--- src/rtl/core/afr_pkg.sv ---
// Shared types and constants for the addressed frame receiver.
package afr_pkg;

    // Frame framing bytes
    localparam logic [7:0] PREAMBLE_BYTE  = 8'hBC;
    localparam logic [7:0] BROADCAST_ADDR = 8'hFF;

    // Per-byte event codes
    typedef enum logic [2:0] {
        EV_HUNT   = 3'd0,
        EV_ACCEPT = 3'd1,
        EV_GOOD   = 3'd2,
        EV_BADSUM = 3'd3,
        EV_REJECT = 3'd4
    } afr_event_t;

    // One result item as it leaves the parser
    typedef struct packed {
        afr_event_t  event_res;
        logic [5:0]  position;
        logic [7:0]  data_byte;
        logic [7:0]  seq_number;
        logic [6:0]  command;
        logic        ack_wanted;
        logic [5:0]  payload_len;
    } afr_result_t;

endpackage

--- src/rtl/core/afr_regs.sv ---
// APB-style configuration register block (device address).
module afr_regs
    import afr_pkg::*;
(
    input  logic        clk,
    input  logic        rst_n,
    input  logic        psel,
    input  logic        penable,
    input  logic        pwrite,
    input  logic [2:0]  paddr,
    input  logic [31:0] pwdata,
    output logic [31:0] prdata,
    output logic        pready,
    output logic [7:0]  device_address
);

    localparam logic REG_DEV_ADDR = 1'b0;

    logic [7:0] dev_addr_reg;
    logic       wr_en;
    logic       reg_index;

    assign pready    = 1'b1;
    assign reg_index = paddr[2];
    assign wr_en     = psel && penable && pwrite;

    always_ff @(posedge clk or negedge rst_n)
    begin
        if (!rst_n)
        begin
            dev_addr_reg <= 8'd1;
        end
        else if (wr_en && (reg_index == REG_DEV_ADDR))
        begin
            dev_addr_reg <= pwdata[7:0];
        end
    end

    always_comb
    begin
        unique case (reg_index)
            REG_DEV_ADDR: prdata = {24'd0, dev_addr_reg};
            default:      prdata = 32'd0;
        endcase
    end

    assign device_address = dev_addr_reg;

endmodule

--- src/rtl/core/afr_parser.sv ---
// Frame parser: position tracking, running checksum and header capture.
module afr_parser
    import afr_pkg::*;
#(
    parameter int FRAME_LIMIT  = 64,
    parameter int HEADER_BYTES = 5
)
(
    input  logic        clk,
    input  logic        rst_n,
    input  logic        step,
    input  logic [7:0]  rx_byte,
    input  logic [7:0]  device_address,
    output afr_result_t result
);

    localparam int POS_W       = $clog2(FRAME_LIMIT);
    localparam int MAX_PAYLOAD = FRAME_LIMIT - HEADER_BYTES - 1;
    localparam bit LEN_ANY     = (MAX_PAYLOAD >= 0);
    localparam logic [7:0] LEN_MAX = LEN_ANY ? MAX_PAYLOAD[7:0] : 8'd0;
    localparam bit STORE_SEQ   = (HEADER_BYTES > 3);
    localparam bit STORE_CMD   = (HEADER_BYTES > 4);

    localparam logic [POS_W-1:0] POS_HUNT = POS_W'(0);
    localparam logic [POS_W-1:0] POS_ADDR = POS_W'(1);
    localparam logic [POS_W-1:0] POS_LEN  = POS_W'(2);
    localparam logic [POS_W-1:0] POS_SEQ  = POS_W'(3);
    localparam logic [POS_W-1:0] POS_CMD  = POS_W'(4);

    logic [POS_W-1:0] pos_reg, pos_next;
    logic [POS_W-1:0] len_reg, len_next;
    logic [7:0]       sum_reg, sum_next;
    logic [7:0]       seq_reg, seq_next;
    logic [7:0]       cmd_reg, cmd_next;

    logic [7:0]       sum_add;
    logic [POS_W:0]   end_pos;
    logic             len_ok;
    afr_event_t       ev;
    logic [7:0]       seq_o;
    logic [7:0]       cmd_o;
    logic [POS_W-1:0] plen;
    logic [POS_W+5:0] pos_wide;
    logic [POS_W+5:0] plen_wide;

    assign sum_add = sum_reg + rx_byte;
    assign end_pos = (POS_W+1)'(HEADER_BYTES) + {1'b0, len_reg};
    assign len_ok  = LEN_ANY && (rx_byte <= LEN_MAX);

    always_comb
    begin
        pos_next = pos_reg;
        len_next = len_reg;
        sum_next = sum_reg;
        seq_next = seq_reg;
        cmd_next = cmd_reg;
        ev       = EV_ACCEPT;
        seq_o    = 8'd0;
        cmd_o    = 8'd0;
        plen     = '0;

        if (pos_reg == POS_HUNT)
        begin
            if (rx_byte == PREAMBLE_BYTE)
            begin
                sum_next = rx_byte;
                pos_next = POS_ADDR;
            end
            else
            begin
                ev = EV_HUNT;
            end
        end
        else if (pos_reg == POS_ADDR)
        begin
            if ((rx_byte == device_address) || (rx_byte == BROADCAST_ADDR))
            begin
                sum_next = sum_add;
                pos_next = POS_LEN;
            end
            else
            begin
                ev       = EV_REJECT;
                pos_next = POS_HUNT;
            end
        end
        else if (pos_reg == POS_LEN)
        begin
            if (len_ok)
            begin
                len_next = rx_byte[POS_W-1:0];
                sum_next = sum_add;
                pos_next = POS_SEQ;
                plen     = rx_byte[POS_W-1:0];
            end
            else
            begin
                ev       = EV_REJECT;
                pos_next = POS_HUNT;
            end
        end
        else if ({1'b0, pos_reg} == end_pos)
        begin
            // checksum byte closes the frame either way
            plen     = len_reg;
            pos_next = POS_HUNT;
            if (rx_byte == sum_reg)
            begin
                ev    = EV_GOOD;
                seq_o = seq_reg;
                cmd_o = cmd_reg;
            end
            else
            begin
                ev = EV_BADSUM;
            end
        end
        else
        begin
            if (STORE_SEQ && (pos_reg == POS_SEQ))
            begin
                seq_next = rx_byte;
            end
            if (STORE_CMD && (pos_reg == POS_CMD))
            begin
                cmd_next = rx_byte;
            end
            sum_next = sum_add;
            pos_next = pos_reg + 1'b1;
            plen     = len_reg;
        end
    end

    always_ff @(posedge clk or negedge rst_n)
    begin
        if (!rst_n)
        begin
            pos_reg <= '0;
            len_reg <= '0;
            sum_reg <= 8'd0;
            seq_reg <= 8'd0;
            cmd_reg <= 8'd0;
        end
        else if (step)
        begin
            pos_reg <= pos_next;
            len_reg <= len_next;
            sum_reg <= sum_next;
            seq_reg <= seq_next;
            cmd_reg <= cmd_next;
        end
    end

    // outputs are 6 bits wide whatever the internal position width
    assign pos_wide  = {6'd0, pos_reg};
    assign plen_wide = {6'd0, plen};

    assign result.event_res   = ev;
    assign result.position    = pos_wide[5:0];
    assign result.data_byte   = rx_byte;
    assign result.seq_number  = seq_o;
    assign result.command     = cmd_o[6:0];
    assign result.ack_wanted  = cmd_o[7];
    assign result.payload_len = plen_wide[5:0];

endmodule

--- src/rtl/core/addressed_frame_receiver.sv ---
// Addressed frame receiver: top level with input and result registers.
//
// Usage:
//   Byte channel (byte_valid / byte_stall / rx_byte) takes received serial
//   bytes. Each transfer yields exactly one transfer on the event channel
//   (event_valid / event_stall and the result fields): the byte echoed with
//   its frame position; for the checksum byte a good-frame report with
//   sequence, command, ack bit and length, or a checksum-error report with length.
//   Frame: 0xBC, address (device_address or 0xFF), length, sequence,
//   command, payload, 8-bit additive checksum of all earlier bytes.
//   Path: a byte taken into the input register is parsed into the result
//   register, from which its event is offered on the event channel.
//   Throughput: one byte per cycle unless event_stall holds a full result
//   register; the only feedback path is the parser's position/checksum update.
//   Stall: when event_stall holds a full result register, the byte in the
//   input register waits and byte_stall rises; nothing is dropped.
//   Reset (rst_n low, async): both registers empty, parser hunting for a
//   preamble, device_address back to 1.
//   device_address is written over the APB-style port at byte address 0;
//   the user must write it only while no transfer is in flight, as the block itself has no check for it.
module addressed_frame_receiver
    import afr_pkg::*;
#(
    parameter int FRAME_LIMIT  = 64,
    parameter int HEADER_BYTES = 5
)
(
    input  logic        clk,
    input  logic        rst_n,

    // APB-style configuration port
    input  logic        psel,
    input  logic        penable,
    input  logic        pwrite,
    input  logic [2:0]  paddr,
    input  logic [31:0] pwdata,
    output logic [31:0] prdata,
    output logic        pready,

    // byte channel
    input  logic        byte_valid,
    output logic        byte_stall,
    input  logic [7:0]  rx_byte,

    // event channel
    output logic        event_valid,
    input  logic        event_stall,
    output logic [2:0]  event_res,
    output logic [5:0]  position,
    output logic [7:0]  data_byte,
    output logic [7:0]  seq_number,
    output logic [6:0]  command,
    output logic        ack_wanted,
    output logic [5:0]  payload_len
);

    logic [7:0]  device_address;

    // input register
    logic        in_valid_reg;
    logic [7:0]  in_byte_reg;

    // result register
    logic        res_valid_reg;
    afr_result_t res_reg;

    afr_result_t parse_res;
    logic        out_ready;
    logic        advance;

    afr_regs u_regs (
        .clk            (clk),
        .rst_n          (rst_n),
        .psel           (psel),
        .penable        (penable),
        .pwrite         (pwrite),
        .paddr          (paddr),
        .pwdata         (pwdata),
        .prdata         (prdata),
        .pready         (pready),
        .device_address (device_address)
    );

    // result register free, or emptied by a transfer this cycle
    assign out_ready  = !res_valid_reg || !event_stall;
    assign advance    = in_valid_reg && out_ready;
    assign byte_stall = in_valid_reg && !out_ready;

    afr_parser #(
        .FRAME_LIMIT  (FRAME_LIMIT),
        .HEADER_BYTES (HEADER_BYTES)
    ) u_parser (
        .clk            (clk),
        .rst_n          (rst_n),
        .step           (advance),
        .rx_byte        (in_byte_reg),
        .device_address (device_address),
        .result         (parse_res)
    );

    always_ff @(posedge clk or negedge rst_n)
    begin
        if (!rst_n)
        begin
            in_valid_reg  <= 1'b0;
            res_valid_reg <= 1'b0;
        end
        else
        begin
            if (!byte_stall)
            begin
                in_valid_reg <= byte_valid;
            end
            if (out_ready)
            begin
                res_valid_reg <= advance;
            end
        end
    end

    // payload registers, no reset
    always_ff @(posedge clk)
    begin
        if (byte_valid && !byte_stall)
        begin
            in_byte_reg <= rx_byte;
        end
        if (advance)
        begin
            res_reg <= parse_res;
        end
    end

    assign event_valid = res_valid_reg;
    assign event_res   = res_reg.event_res;
    assign position    = res_reg.position;
    assign data_byte   = res_reg.data_byte;
    assign seq_number  = res_reg.seq_number;
    assign command     = res_reg.command;
    assign ack_wanted  = res_reg.ack_wanted;
    assign payload_len = res_reg.payload_len;

`ifndef SYNTH
    // frame info only accompanies a good frame
    a_info_only_good: assert property (@(posedge clk) disable iff (!rst_n)
        (res_valid_reg && (res_reg.event_res != EV_GOOD)) |->
        ((seq_number == 8'd0) && (command == 7'd0) && !ack_wanted))
        else $error("frame info set without good frame");

    // hunting and rejected bytes carry no length
    a_no_len_on_drop: assert property (@(posedge clk) disable iff (!rst_n)
        (res_valid_reg && ((res_reg.event_res == EV_HUNT) ||
                           (res_reg.event_res == EV_REJECT))) |->
        (payload_len == 6'd0))
        else $error("length reported on dropped byte");

    // discarded bytes are only seen while hunting
    a_hunt_pos: assert property (@(posedge clk) disable iff (!rst_n)
        (res_valid_reg && (res_reg.event_res == EV_HUNT)) |-> (position == 6'd0))
        else $error("hunt event off position zero");

    // header rejects only happen on address or length bytes
    a_reject_pos: assert property (@(posedge clk) disable iff (!rst_n)
        (res_valid_reg && (res_reg.event_res == EV_REJECT)) |->
        ((position == 6'd1) || (position == 6'd2)))
        else $error("reject outside header");

    // a byte waiting in the input register is never lost
    a_in_hold: assert property (@(posedge clk) disable iff (!rst_n)
        (in_valid_reg && !advance) |=> (in_valid_reg && $stable(in_byte_reg)))
        else $error("input register dropped a byte");
`endif

endmodule

--- config.mk ---
export PLATFORM = sky130hd
export DESIGN_NAME = addressed_frame_receiver
export DESIGN_NICKNAME = d
export VERILOG_FILES = /design/src/rtl/core/afr_pkg.sv /design/src/rtl/core/afr_regs.sv /design/src/rtl/core/afr_parser.sv /design/src/rtl/core/addressed_frame_receiver.sv
export SDC_FILE = /design/constraint.sdc
export NUM_CORES = 1
export LEC_CHECK = 0
export ABC_AREA = 0
export CAP_MARGIN = 20
export CORE_ASPECT_RATIO = 1.25
export CORE_MARGIN = 8
export CORE_UTILIZATION = 65
export CTS_CLUSTER_SIZE = 16
export DETAILED_ROUTE_END_ITERATION = 12
export DONT_BUFFER_PORTS = 1
export PLACE_DENSITY_LB_ADDON = 0.1
export SLEW_MARGIN = 10
export SYNTH_ARGS = -nofsm -noshare
export SYNTH_HDL_FRONTEND = slang
export SYNTH_SLANG_ARGS = --single-unit
export TNS_END_PERCENT = 30
--- constraint.sdc ---
create_clock -name clk -period 7.2 [get_ports clk]
set_clock_uncertainty 0.15 [all_clocks]
set_input_delay 0.72 -clock clk [delete_from_list [all_inputs] [get_ports clk]]
set_output_delay 0.72 -clock clk [all_outputs]
set_load 0.01 [all_outputs]
==> results of run 1 <==
==> layer usage <==
| metal | share of wire, % | vias up | wire length [um] | global-route usage [%] |
|---|---|---|---|---|
| li1 | - | 1294 | - | - |
| met3 | 5.1 | 18 | 449 | 3.230 |
| met1 | 41 | 1348 | 3588 | 20.89 |
| met4 | 2.0 | 0 | 180 | 7.974 |
| met5 | 0 | - | 0 | 0 |
| met2 | 52 | 81 | 4570 | 30.07 |
==> cell type report <==
cell class	instances	area (um^2)
fill	538	2322
clock inverter	7	67.56
sequential	93	2564
multi-input combinational	258	1968
clock buffer	9	123.9
inverter	8	30.03
timing repair buffer	2	35.03
tap	92	115.1
==> worst paths after layout <==
kind                                     start                       end  slack, ns  cells past startpoint
max in group asynchronous                rst_n       u_parser.len_reg[5]       6.64                      1
hold reg to reg            u_parser.seq_reg[3]       u_parser.seq_reg[3]       0.34                      1
min in group clk                    rx_byte[1]            in_byte_reg[1]       0.30                      0
setup / recovery           u_parser.pos_reg[2]       u_parser.sum_reg[3]       4.01                      6
setup reg to reg           u_parser.pos_reg[2]       u_parser.sum_reg[3]       4.01                      6
hold / removal                           rst_n  u_regs.device_address[0]       0.05                      0
==> power by group through the flow <==
stage	clock network [uW]	registers, uW	logic [uW]
2_1_floorplan	0	788	582
3_3_place_gp	0	838	605
3_5_place_dp	0	844	620
4_1_cts	337	833	633
5_1_grt	357	850	709
6_report	330	831	633
==> critical path, delay by kind of cell, from the launching register on <==
kind | cells | cell delay (ns)
AND/OR/NAND/NOR | 3 | 1.22
multiplexers | 1 | 0.34
AO/OA/AOI/OAI | 2 | 0.81
flip-flops | 1 | 0.54
==> synth_stat cells (3+ instances only) <==
cell type,number,area (um^2)
sky130_fd_sc_hd__nand2b_1,3,18.77
sky130_fd_sc_hd__inv_1,8,30.03
sky130_fd_sc_hd__mux2_1,3,33.78
sky130_fd_sc_hd__a21o_1,5,37.54
sky130_fd_sc_hd__buf_4,28,210.2
sky130_fd_sc_hd__nor2_1,16,60.06
sky130_fd_sc_hd__xor2_1,15,131.4
sky130_fd_sc_hd__a211oi_1,3,22.52
sky130_fd_sc_hd__buf_2,8,40.04
sky130_fd_sc_hd__nor4_1,4,25.02
sky130_fd_sc_hd__nand4b_1,4,35.03
sky130_fd_sc_hd__a22o_1,6,52.55
sky130_fd_sc_hd__mux2_4,12,180.2
sky130_fd_sc_hd__ha_1,12,150.1
sky130_fd_sc_hd__nor3_1,5,25.02
sky130_fd_sc_hd__mux2_2,20,225.2
sky130_fd_sc_hd__and2_1,22,137.6
sky130_fd_sc_hd__mux2i_1,3,30.03
sky130_fd_sc_hd__o21a_1,4,30.03
sky130_fd_sc_hd__o21ai_0,9,45.04
sky130_fd_sc_hd__a21oi_1,11,55.05
sky130_fd_sc_hd__nand2_1,18,67.56
sky130_fd_sc_hd__clkbuf_1,3,11.26
sky130_fd_sc_hd__nand3_1,9,45.04
sky130_fd_sc_hd__nor2b_1,10,62.56
sky130_fd_sc_hd__edfxtp_1,47,1411
sky130_fd_sc_hd__dfrtp_1,45,1126
sky130_fd_sc_hd__xnor2_1,7,61.31
==> repair_timing <==
action,CTS,global route
resized for setup,0,0
hold buffers,1,0
hold endpoints to repair,45,0
==> logic make-up (layout without fill, tap and decap cells) <==
| kind of cell | Yosys count | count (layout) | synth area share, % |
|---|---|---|---|
| adder cells (fa/ha/maj) | 13 | 13 | 3.584 |
| XOR/XNOR | 22 | 22 | 4.058 |
| other | 2 | 25 | 0.1582 |
| flip-flops | 93 | 93 | 53.99 |
| AND/OR/NAND/NOR | 107 | 107 | 13.75 |
| multiplexers | 38 | 38 | 9.881 |
| buffers and inverters | 49 | 26 | 6.614 |
| AO/OA/AOI/OAI | 53 | 53 | 7.958 |
==> per-stage QoR <==
step | cell area (um^2) | utilization [%] | std cells | power, uW | hold slack [ns]
2_1_floorplan | 4835 | - | 400 | 1370 | 0.2696
3_3_place_gp | 4684 | 64.83 | 452 | 1443 | 0.2756
3_5_place_dp | 4684 | 64.83 | 452 | 1464 | 0.2757
4_1_cts | 4903 | 67.86 | 469 | 1802 | 0.03000
5_1_grt | 4903 | 67.86 | 469 | 1916 | 0.02720
6_report | 4903 | 67.86 | 469 | 1793 | 0.05042
==> results.yml, run 1 <==
timing:
  timing.final.max_slew_violations: 0
  final.min_clock_period_ns: 3.187
  max_clock_freq_mhz: 313.8
  fin_setup_tns_ns: 0
  period_share_pct: 44.26
  slew_headroom_pct: 41.32
  rsz0062_at_grt: "false"
  timing.final.ws_setup_ns: 4.013
  setup_viol_count_final: 0
  hold_viol_final: 0
  worstMarginPinSlew_ns: 0.8727
floorplanning:
  dieWidth_um: 92.45
  boundaryPins: 124
  rows: 35
  core_mm2: 0.007226
  starting_utilization_of_the_core_area_pct: 65.71
  chipHeight_um: 111.6
  die-area_mm2: 0.01031
detailed_routing:
  total_vias_in_the_final_route: 2741
  drtPass1Iterations: 4
  antenna_violating_nets_post_route: 0
  post_drt_wl_per_cell_um: 18.74
  remaining_drc_errors: 0
  drt-vias-per-instance: 5.844
  postRouteWirelength_mm: 8.789
  detailedRoute.firstIterationViolations: 90
setup_path:
  cp_cell_sequence: "nor4_4 -> and2_1 -> nor3_2 -> a211oi_2 -> o21a_1 -> mux2_4"
  timing.critical_path.required_ns: 7.29
  crit_arrival_ns: 3.28
  criticalPathCategory: "flip-flop to flip-flop"
  worstSetupStartpointType: "flip-flop"
  critPathMaxFanout: 15
  crit_path_largest_cell_delay_ns: 0.57
  cpMaxStageDelayCell: "sky130_fd_sc_hd__and2_1"
  cp-end-kind: "flip-flop"
run_status:
  run_status: "complete, no violations"
layout:
  mostFrequentLayoutCells: "sky130_fd_sc_hd__edfxtp_1 (47), sky130_fd_sc_hd__dfrtp_1 (45), sky130_fd_sc_hd__conb_1 (25)"
  synthToLayoutAreaGrowth_pct: 3.267
  final_common_cell: "sky130_fd_sc_hd__edfxtp_1"
  drive_gt1_share_pct: 17.51
  diodes: 0
  num-nets-final: 435
synth:
  synth_cell_types: 59
  synth_enable_flop_cells: 47
  syn_inst: 377
  synth.ff_latch_count: 93
  count_of_synthesis_stage_warnings_from_yosys: 0
  area_of_the_mapped_netlist_mm2: 0.004748
  seq_total_area_yosys_pct: 53.99
  async_flop_share_pct: 49.46
  synth_flop_cell: "sky130_fd_sc_hd__edfxtp_1"
  syn_area_per_cell_um2: 12.59
clock_network:
  tritoncts_num_sinks: 93
  cts.root.buffer_cell: "sky130_fd_sc_hd__clkbuf_8"
  cts-root-to-sink-buffers: 2
  cts_inserted_buffers: 9
  post_cts_setup_buffers: 0
  clock_tree_from_tritoncts: "yes"
  clk_pin_slew_ns: 0.10
  insertion_delay_to_the_later_sink_of_the_worst_skew_pair_ns: 0.35
  cts.htree.levels: 3
power:
  power_density_mw_per_mm2: 365.7
  switching_share_pct: 36.34
  sequentialPowerShare_pct: 46.3
  power_frac_comb_pct: 35.3
  p_leak_uw: 0.001990
  power_switching_uw: 651.6
  pwr-share-clk_pct: 18.4
  peakVddDrop_v: 0.0001713
  cell_internal_pwr_uw: 1142
placement:
  place_worst_setup_slack_ns: 4.081
  count_of_buffers_inserted_at_the_top_level_ports: 0
  place_congestion: 0.9119
  detailedPlacementHpwl_mm: 6.108
global_routing:
  initial_antenna_violation_count: 0
  overflow: 0
  grt_first_pass_wirelength_mm: 14.36
  grt_use_total_pct: 17.60
  grt_max_degree: 47
  grt_pass1_vias: 2793
worst_hold_path:
  holdCritPathClass: "input port to asynchronous set/reset pin"
flow_run:
  drv.max_cap_violation_count: 0
Power figures use the tool's default switching activity.
==> inputs of run 2 (changes only) <==
CORE_UTILIZATION = 63   (was 65)
clock period = 3.1 ns   (was 7.2 ns; I/O delays follow)
==> run 2 against run 1 <==
Global-route usage rose by 1.6 points. Wire length up 9.8%. Sequential power is 130% higher. Cell count is 6.6% higher. Sequential share of layout area fell by 2.9 points. Critical path depth is 1 higher. Worst setup slack got worse by 3.8 ns. Core utilization is 2.7 points higher. Combinational power rose to 2.5 times the previous value. Worst hold slack better by 0.12 ns. Largest cell class unchanged.
==> results.yml, run 2 (synthesis gave the netlist of run 1 again) <==
global_routing:
  grt_max_degree: 47
  grt_pass1_vias: 2998
  grt_use_total_pct: 19.22
  overflow: 0
  grt_first_pass_wirelength_mm: 15.73
  initial_antenna_violation_count: 0
layout:
  stdcell_area_mm2: 0.005194
  final_common_cell: "sky130_fd_sc_hd__edfxtp_1"
  num-nets-final: 466
  diodes: 0
  register_area_mm2: 0.002564
  synthToLayoutAreaGrowth_pct: 9.381
  n_fill_cell: 536
  multi_input_area_mm2: 0.001968
  drive_gt1_share_pct: 18.87
  mostFrequentLayoutCells: "sky130_fd_sc_hd__edfxtp_1 (47), sky130_fd_sc_hd__dfrtp_1 (45), sky130_fd_sc_hd__conb_1 (25)"
placement:
  place_congestion: 0.8670
  count_of_buffers_inserted_at_the_top_level_ports: 0
  place_worst_setup_slack_ns: 0.3158
  placed_area_mm2: 0.004767
  detailedPlacementHpwl_mm: 6.810
setup_path:
  critPathMaxFanout: 9
  worstSetupStartpointType: "flip-flop"
  cp-end-kind: "flip-flop"
  crit_arrival_ns: 2.99
  crit_path_largest_cell_delay_ns: 0.53
  cp_cell_sequence: "ha_1 -> xnor2_1 -> o21ai_0 -> and3_1 -> o211ai_2 -> nor3b_4 -> mux2_2"
  criticalPathCategory: "flip-flop to flip-flop"
  timing.critical_path.required_ns: 3.21
  cpMaxStageDelayCell: "sky130_fd_sc_hd__nor3b_4"
power:
  power_switching_uw: 1587
  cell_internal_pwr_uw: 2719
  p_leak_uw: 0.002139
  pwr-share-clk_pct: 18.6
  power_frac_comb_pct: 36.9
  power_density_mw_per_mm2: 829.1
  sequentialPowerShare_pct: 44.6
  switching_share_pct: 36.85
  peakVddDrop_v: 0.0004101
floorplanning:
  boundaryPins: 124
  chipHeight_um: 113.1
  starting_utilization_of_the_core_area_pct: 64.54
  die-area_mm2: 0.01059
  dieWidth_um: 93.65
  core_mm2: 0.007357
  rows: 35
flow_run:
  drv.max_cap_violation_count: 0
worst_hold_path:
  holdCritPathClass: "input port to flip-flop"
detailed_routing:
  drt-vias-per-instance: 5.746
  drtPass1Iterations: 4
  post_drt_wl_per_cell_um: 19.30
  detailedRoute.firstIterationViolations: 103
  antenna_violating_nets_post_route: 0
  remaining_drc_errors: 0
  total_vias_in_the_final_route: 2873
  postRouteWirelength_mm: 9.648
timing:
  timing.final.max_slew_violations: 0
  timing.final.ws_setup_ns: 0.2256
  rsz0062_at_grt: "false"
  max_clock_freq_mhz: 347.9
  worstMarginPinSlew_ns: 0.5741
  hold_viol_final: 0
  final.min_clock_period_ns: 2.874
  period_share_pct: 92.72
  slew_headroom_pct: 61.41
  fin_setup_tns_ns: 0
  setup_viol_count_final: 0
clock_network:
  cts-root-to-sink-buffers: 2
  insertion_delay_to_the_later_sink_of_the_worst_skew_pair_ns: 0.37
  post_cts_setup_buffers: 0
  hold_buffers: 21
  cts.htree.levels: 3
  clock_tree_from_tritoncts: "yes"
  cts_inserted_buffers: 9
  cts.root.buffer_cell: "sky130_fd_sc_hd__clkbuf_8"
  cts_resized: 0
  clk_pin_slew_ns: 0.11
  tritoncts_num_sinks: 93
run_status:
  run_status: "complete, no violations"
run 2: layout make-up:
type | instances | share of cell area [%]
sequential | 93 | 49.36
multi-input combinational | 258 | 37.89
timing repair buffer | 33 | 6.119
clock buffer | 9 | 2.385
tap | 92 | 2.216
clock inverter | 7 | 1.445
inverter | 8 | 0.5782
run 2: path summary, 6_finish.rpt:
kind,cells past startpoint,start,endpoint,slack [ns]
worst max-delay path,7,u_parser.len_reg[0],u_parser.seq_reg[2],0.23
worst min-delay path,4,event_stall,u_parser.pos_reg[1],0.17
worst max register to register,7,u_parser.len_reg[0],u_parser.seq_reg[2],0.23
worst min register to register,1,in_valid_reg,event_valid,0.34
max in group asynchronous,2,rst_n,u_regs.device_address[0],2.23
min in group asynchronous,2,rst_n,u_parser.cmd_reg[3],0.29
run 2: power by group through the flow:
stage / sequential (uW) / clock, uW / combinational (uW)
after detailed placement: 1940 / 0 / 1540
after global placement: 1930 / 0 / 1480
after global routing: 1960 / 857 / 1760
after floorplan: 1830 / 0 / 1350
final: 1920 / 799 / 1590
after CTS: 1920 / 818 / 1590
run 2: metal layers:
metal	vias to the layer above	wire length (um)	global-route usage, %
met5	-	0	0
met4	0	282	9.438
li1	1348	-	-
met3	17	385	4.172
met2	83	5077	32.52
met1	1425	3903	22.38
run 2: worst max-delay path, delay by kind of cell, from the launching register on:
family | cells | cell delay (ns)
flops | 1 | 0.48
fa+ha+maj | 1 | 0.29
compound gates | 2 | 0.52
mux | 1 | 0.41
simple gates | 2 | 0.76
xor+xnor | 1 | 0.17
run 2: stage by stage:
step	std cells	total power (uW)	utilization [%]	hold slack, ns
2_1_floorplan	400	3181	-	-0.1356
3_3_place_gp	463	3405	64.80	-0.1341
3_5_place_dp	463	3482	64.80	-0.1338
4_1_cts	500	4325	70.60	0.1481
5_1_grt	500	4574	70.60	0.1758
6_report	500	4306	70.60	0.1657
